<file path="config.mk">
export PLATFORM = sky130hd
export DESIGN_NAME = nlg_cell
export DESIGN_NICKNAME = d
export VERILOG_FILES = /design/src/design/nlg_pkg.sv /design/src/design/nlg_cell.sv
export SDC_FILE = /design/constraint.sdc
export NUM_CORES = 1
export LEC_CHECK = 0
export ABC_CLOCK_PERIOD_IN_PS = 25100
export BUFFER_PORTS_ARGS = -buffer_cell sky130_fd_sc_hd__buf_2
export CAP_MARGIN = 25
export CORE_AREA = 3 3 374 376
export DETAILED_ROUTE_END_ITERATION = 6
export DIE_AREA = 0 0 377 379
export HOLD_SLACK_MARGIN = 0.03
export SETUP_SLACK_MARGIN = 0.15
export SLEW_MARGIN = 20
export SYNTH_ARGS = -nofsm -noshare
export SYNTH_HDL_FRONTEND = slang
export SYNTH_SLANG_ARGS = --single-unit
</file>
<file path="constraint.sdc">
create_clock -name clk -period 25.1 [get_ports clk]
set_clock_uncertainty 0.2 [all_clocks]
set_input_delay 1.255 -clock clk [delete_from_list [all_inputs] [get_ports clk]]
set_output_delay 1.255 -clock clk [all_outputs]
set_load 0.02 [all_outputs]
</file>
<file path="src/design/nlg_pkg.sv">
`timescale 1ns / 1ps
package nlg_pkg;

  localparam int AXES = 3;

  typedef logic [5:0] idx_t;
  typedef logic [1:0] ax_t;
  typedef logic [AXES-1:0][31:0] vec_t;

  localparam ax_t AX_LAST = ax_t'(AXES - 1);

  localparam logic [1:0] REG_BODY_COUNT = 2'd0;
  localparam logic [1:0] REG_TIME_STEP  = 2'd1;
  localparam logic [1:0] REG_STEP_COUNT = 2'd2;

  localparam logic [63:0] QUOT_CAP = 64'h0000_8000_0000_0000;

  typedef struct packed {
    logic [31:0] body_mass;
    logic signed [31:0] pos_x;
    logic signed [31:0] pos_y;
    logic signed [31:0] pos_z;
    logic signed [31:0] vel_x;
    logic signed [31:0] vel_y;
    logic signed [31:0] vel_z;
    logic last_body;
  } in_item_t;

  typedef struct packed {
    logic [5:0] body_index;
    logic signed [31:0] out_pos_x;
    logic signed [31:0] out_pos_y;
    logic signed [31:0] out_pos_z;
    logic signed [31:0] out_vel_x;
    logic signed [31:0] out_vel_y;
    logic signed [31:0] out_vel_z;
    logic last_result;
  } out_item_t;

  typedef struct packed {
    logic [31:0] mass;
    vec_t pos;
    vec_t vel;
    vec_t acc;
  } body_t;

  typedef enum logic [1:0] {
    CELL_HOLD,
    CELL_ROT,
    CELL_LOAD,
    CELL_ACC
  } cell_op_t;

  typedef struct packed {
    cell_op_t op;
    idx_t sel;
    idx_t tail;
  } cell_ctrl_t;

  typedef enum logic [3:0] {
    ST_IDLE,
    ST_UPD_MA,
    ST_UPD_AV,
    ST_UPD_MV,
    ST_UPD_ROT,
    ST_PAIR_INIT,
    ST_PAIR_START,
    ST_PAIR_WAIT,
    ST_PAIR_NEXT,
    ST_PAIR_WB,
    ST_OUT
  } top_state_t;

  typedef enum logic [3:0] {
    F_IDLE,
    F_SQ,
    F_SUM,
    F_CHK,
    F_SQRT,
    F_DIV1,
    F_DIV2,
    F_DIVU,
    F_MLO,
    F_MHI,
    F_TSUM,
    F_ACC,
    F_FIN
  } force_state_t;

  function automatic logic [31:0] sat32(input logic signed [49:0] x);
    if (x > 50'sd2147483647) return 32'h7fff_ffff;
    if (x < -50'sd2147483648) return 32'h8000_0000;
    return x[31:0];
  endfunction

  function automatic logic [31:0] mag32(input logic [31:0] d);
    return d[31] ? (~d + 32'd1) : d;
  endfunction

  function automatic logic [47:0] cap48(input logic [63:0] q);
    return (q > QUOT_CAP) ? QUOT_CAP[47:0] : q[47:0];
  endfunction

endpackage

</file>
<file path="src/design/nlg_cell.sv">
`timescale 1ns / 1ps
module nlg_cell #(
  parameter int CELL_IDX = 0
) (
  input  logic                clk,
  input  nlg_pkg::cell_ctrl_t ctrl_i,
  input  nlg_pkg::body_t      nbr_i,
  input  nlg_pkg::body_t      feed_i,
  output nlg_pkg::body_t      body_o
);

  localparam nlg_pkg::idx_t MyIdx = nlg_pkg::idx_t'(CELL_IDX);

  nlg_pkg::body_t body_r;
  nlg_pkg::body_t body_nxt;

  always_comb begin
    body_nxt = body_r;
    case (ctrl_i.op)
      nlg_pkg::CELL_ROT: begin
        // the tail cell closes the ring; cells past it keep stale bodies
        if (MyIdx < ctrl_i.tail) body_nxt = nbr_i;
        else if (MyIdx == ctrl_i.tail) body_nxt = feed_i;
      end
      nlg_pkg::CELL_LOAD: begin
        if (MyIdx == ctrl_i.sel) body_nxt = feed_i;
      end
      nlg_pkg::CELL_ACC: begin
        if (MyIdx == ctrl_i.sel) body_nxt.acc = feed_i.acc;
      end
      default: body_nxt = body_r;
    endcase
  end

  always_ff @(posedge clk) begin
    body_r <= body_nxt;
  end

  assign body_o = body_r;

endmodule

</file>
Word-level counts from Yosys, hierarchy flattened. Index checks and enable logic that the tools add are counted.

Reduce and logical (&&, ||, !) cells: 6. Muxes and demuxes: 6. $lt $le $gt $ge: 1. Equality and inequality tests: 6.

Operators by type and width (number): $mux W320 (3); $pmux W224 S2 (1); $pmux W96 S3 (1); $mux W96 (1); $logic_not A6 Y1 (2); $lt A1 B6 Y1 const A (1); $eq A2 B2 Y1 const B (2); $ne A2 B2 Y1 const B (2); $reduce_and A4 Y1 (1); $ne A3 B3 Y1 const B (1); $reduce_and A3 Y1 (1); $reduce_bool A3 Y1 (1); $eq A2 B1 Y1 const B (1); $reduce_bool A2 Y1 (1).

Word-level logic and storage cells: 29. Bits of input ports: 655. Output and inout bits: 320. Register bits after elaboration: 320.

Logic depth before layout (Yosys ltp).
Depth in word-level cells: 4. Mapped depth: 7. Mapped depth without buffers: 5.

Least setup slack after synthesis. Ideal clock, no wire load.

Path type: input -> register. Start: input ctrl_i[12] in the netlist's numbering. End: register body_r (netlist bit body_o[100]), enable pin. Required time: 23.782 ns. Cell stages on the path: 3. Path slack: 6.659 ns. Path buffers: 0. Library setup time: 1.118 ns. Arrival time: 17.123 ns. Cell sequence: inv_1 ha_1 o21ai_0.

Word-level cells in the longest chain between the ends: 3. Elaborated cells on any way between the ends: 6. Classes of those cells: eq/ne: 4; reduce/logical: 2.

RTL lines: start, declared (line nlg_cell.sv:6) `input nlg_pkg::cell_ctrl_t ctrl_i,`; $eq A2 B1 Y1 or $eq A2 B2 Y1 (tied branches) (line nlg_cell.sv:19) `case (ctrl_i.op)`; $ne A3 B3 Y1 (no line) (tied with other cells); $reduce_and A3 Y1 (no line) *; end signal, assigned (line nlg_cell.sv:36) `body_r <= body_nxt;`; end, declared (line nlg_cell.sv:14) `nlg_pkg::body_t body_r;`.

Mark *: on every way between the ends. The rest lies on a longest branch, timed or not. A chain may end at the register's enable or synchronous reset.

Worst setup path in the final report.
Start: input ctrl_i[12] in the netlist's numbering. End: register body_r (netlist bit body_o[220]), enable pin.

The elaborated chain is that of the path after synthesis.

==> impl_metrics.ini <==
[pwr]
total_power_w = 0.00154
leakagePower_nw = 8.87
pwr_density_cell_nw_per_um2 = 70.2
max-vdd-ir-drop_mv = 0.0453

[sta]
worst-slew-pin-transition_ps = 1020
rsz0062_at_grt = false
maxSlewViolCount = 0
slew_headroom = 0.319
setup_viol = 0
fmax_mhz = 234
tns_ps = 0
fin_crit_ps = 4280
finalCritPeriodShare = 0.170
finalHoldViolations = 0

[global_route]
grt_max_degree = 72
grt_pass1_vias = 11200
grt_pass1_wl_mm = 125
antenna_found_initial = 148
grt_overflow = 0
grtUsageTotal = 0.139

[cts]
post_cts_buffers = 0
cts-root-buf = clkbuf_16
ctsResizeCount = 0
htree_levels = 2
clkTransAtPathRegs_ps = 60
cts-buffers-inserted = 41
clk_path_buf_depth = 3
cts_hold_buf = 0
cts.sinks = 320
cts_tree = built

[flow_run]
max_cap_viol_count = 0

[yosys]
synthesis.nets = 1351
synth_top_family_by_area = multiplexers
synth_mux_area_frac = 0.265
ys_seq_area_frac = 0.708
synth_xor_xnor_area_share = 0
yosysUniqueCellTypes = 15
yosys.area_share.adder = 0.00276
syn_inst = 693
ys_ff_latch = 320
ys_warn_count = 0
synthSimpleGateAreaFrac = 0.00276
syn_area_per_cell_um2 = 19.6
synth_compound_area_frac = 0.00212
syn_area_um2 = 13600

[floorplanning]
die_y_um = 379
die_w_um = 377
start_util = 0.0990
die_area_um2 = 143000
num_rows = 136
core_um2 = 137000
pin_count = 975

[status]
status = completed

[final_layout]
area_growth_pct = 61.3
final_nets = 2346
n_fill_cell = 15300
largest_reg_flops = 320
final_area_um2 = 21900
multi_input_area_um2 = 3750
seqCellArea_um2 = 9610
drive_gt1_frac = 0.784

[detailed_routing]
vias = 11300
first_iter_violations = 676
ant_nets = 0
postRouteWirelength_mm = 105
routed_via_density = 3.19
remaining_drc_errors = 0
wl_per_cell_um = 29.6
firstDrtPassIters = 5

[hold_path]
hold_class = primary input to flop

[place]
placed_area_um2 = 20600
routabilityCongestion = 0.995
numPortBuffers = 974
dp_hpwl_mm = 92.9

[setup_path]
crit_top_cell = buf_4
cp_cell_sequence = buf_2, inv_1, ha_1, nand4_1, o21ai_4, buf_4, buf_4, buf_4
critPathKind = primary input to flop
setup.worst_path.end_class = flop
crit_path_start = ctrl_i[12]
critPathMaxFanout = 70
slowest_delay_ps = 830
arrival_ps = 4270
crit_path_start_kind = primary input
cp_slowest_cell = buf_4
cp-endpoint = body_o[220]
required_ps = 25090
-- per-stage QoR --
step / cells / utilization / hold slack (ps) / worst slack [ps]
finish: 3536 / 0.160 / 762 / 20820
floorplan: 693 / - / 1260 / 6660
global route: 3516 / 0.159 / 714 / 20700
detailed placement: 3439 / 0.150 / 1340 / 20220
CTS: 3512 / 0.159 / 691 / 20870
global placement: 3439 / 0.150 / 1340 / 20240
-- layout make-up --
cell class	instances	area share
multi-input cells	335	0.171
clock inverters	21	0.00668
flip-flops and latches	320	0.439
inverters	4	0.000686
diodes	24	0.00274
repair buffers	986	0.227
well taps	1794	0.102
clock buffers	52	0.0507
-- layout by cell type (no fill, tap or decap) --
cell type / Yosys / final
buf_2: 13 / 974
o21ai_4: 0 / 1
clkinvlp_4: 0 / 2
clkbuf_16: 0 / 43
inv_6: 0 / 4
a21oi_4: 0 / 2
buf_4: 15 / 12
inv_1: 4 / 4
bufinv_16: 0 / 1
a31oi_1: 1 / 1
mux2_1: 19 / 19
clkinv_1: 0 / 9
a21boi_4: 0 / 1
mux2_2: 301 / 301
ha_1: 3 / 3
nand4_1: 1 / 1
nor2_1: 5 / 5
nor4_2: 1 / 1
clkinv_2: 0 / 3
clkinv_4: 0 / 2
edfxtp_1: 320 / 320
diode_2: 0 / 24
clkbuf_1: 0 / 9
-- synthesized netlist by cell type (all sizes together) --
library cell	number	area (µm²)
o21ai	1	5.00
ha	3	37.5
inv	4	15.0
a21boi	1	7.51
a31oi	1	6.26
nor4	1	12.5
nand4	1	6.26
edfxtp	320	9610
mux2	320	3600
buf	34	245
a21oi	2	10.0
nor2	5	18.8
-- worst min-delay path by stage --
stage                 from          end  slack, ps  depth (start not counted)
6_report       feed_i[165]  body_o[165]        760                          2
3_5_place_dp   feed_i[167]  body_o[167]       1340                          2
2_1_floorplan  feed_i[159]  body_o[159]       1260                          1
5_1_grt          nbr_i[94]   body_o[94]        710                          2
3_3_place_gp   feed_i[164]  body_o[164]       1340                          2
4_1_cts         feed_i[25]   body_o[25]        690                          2
-- cell families after synthesis --
logic type | count (synthesis)
adders and majority gates | 3
DFF | 320
and+or+nand+nor | 7
buffers and inverters | 38
muxes | 320
AOI/OAI and AO/OA | 5
-- worst max-delay path, delay by kind of cell --
family,cells,cell delay [ps]
AOI/OAI and AO/OA,1,90
adders and majority gates,1,310
and+or+nand+nor,1,200
buffers and inverters,5,2250
-- report_power, final --
group / total [W] / leakage [nW] / internal (W) / switching (W)
clock network: 0.000574 / 0.607 / 0.000324 / 0.000250
logic: 0.000296 / 5.26 / 0.000110 / 0.000186
registers: 0.000667 / 3.00 / 0.000651 / 0.0000153
-- routing by layer --
layer	routed length [µm]	share of wire	global-route usage	vias to the layer above
met5	193	0.0018	0	-
met4	2390	0.023	0.0222	30
met3	16100	0.15	0.0889	242
met2	48800	0.47	0.229	851
met1	37200	0.36	0.152	5368
li1	-	-	-	4779
Note: power is estimated with default switching activity, not from simulation.
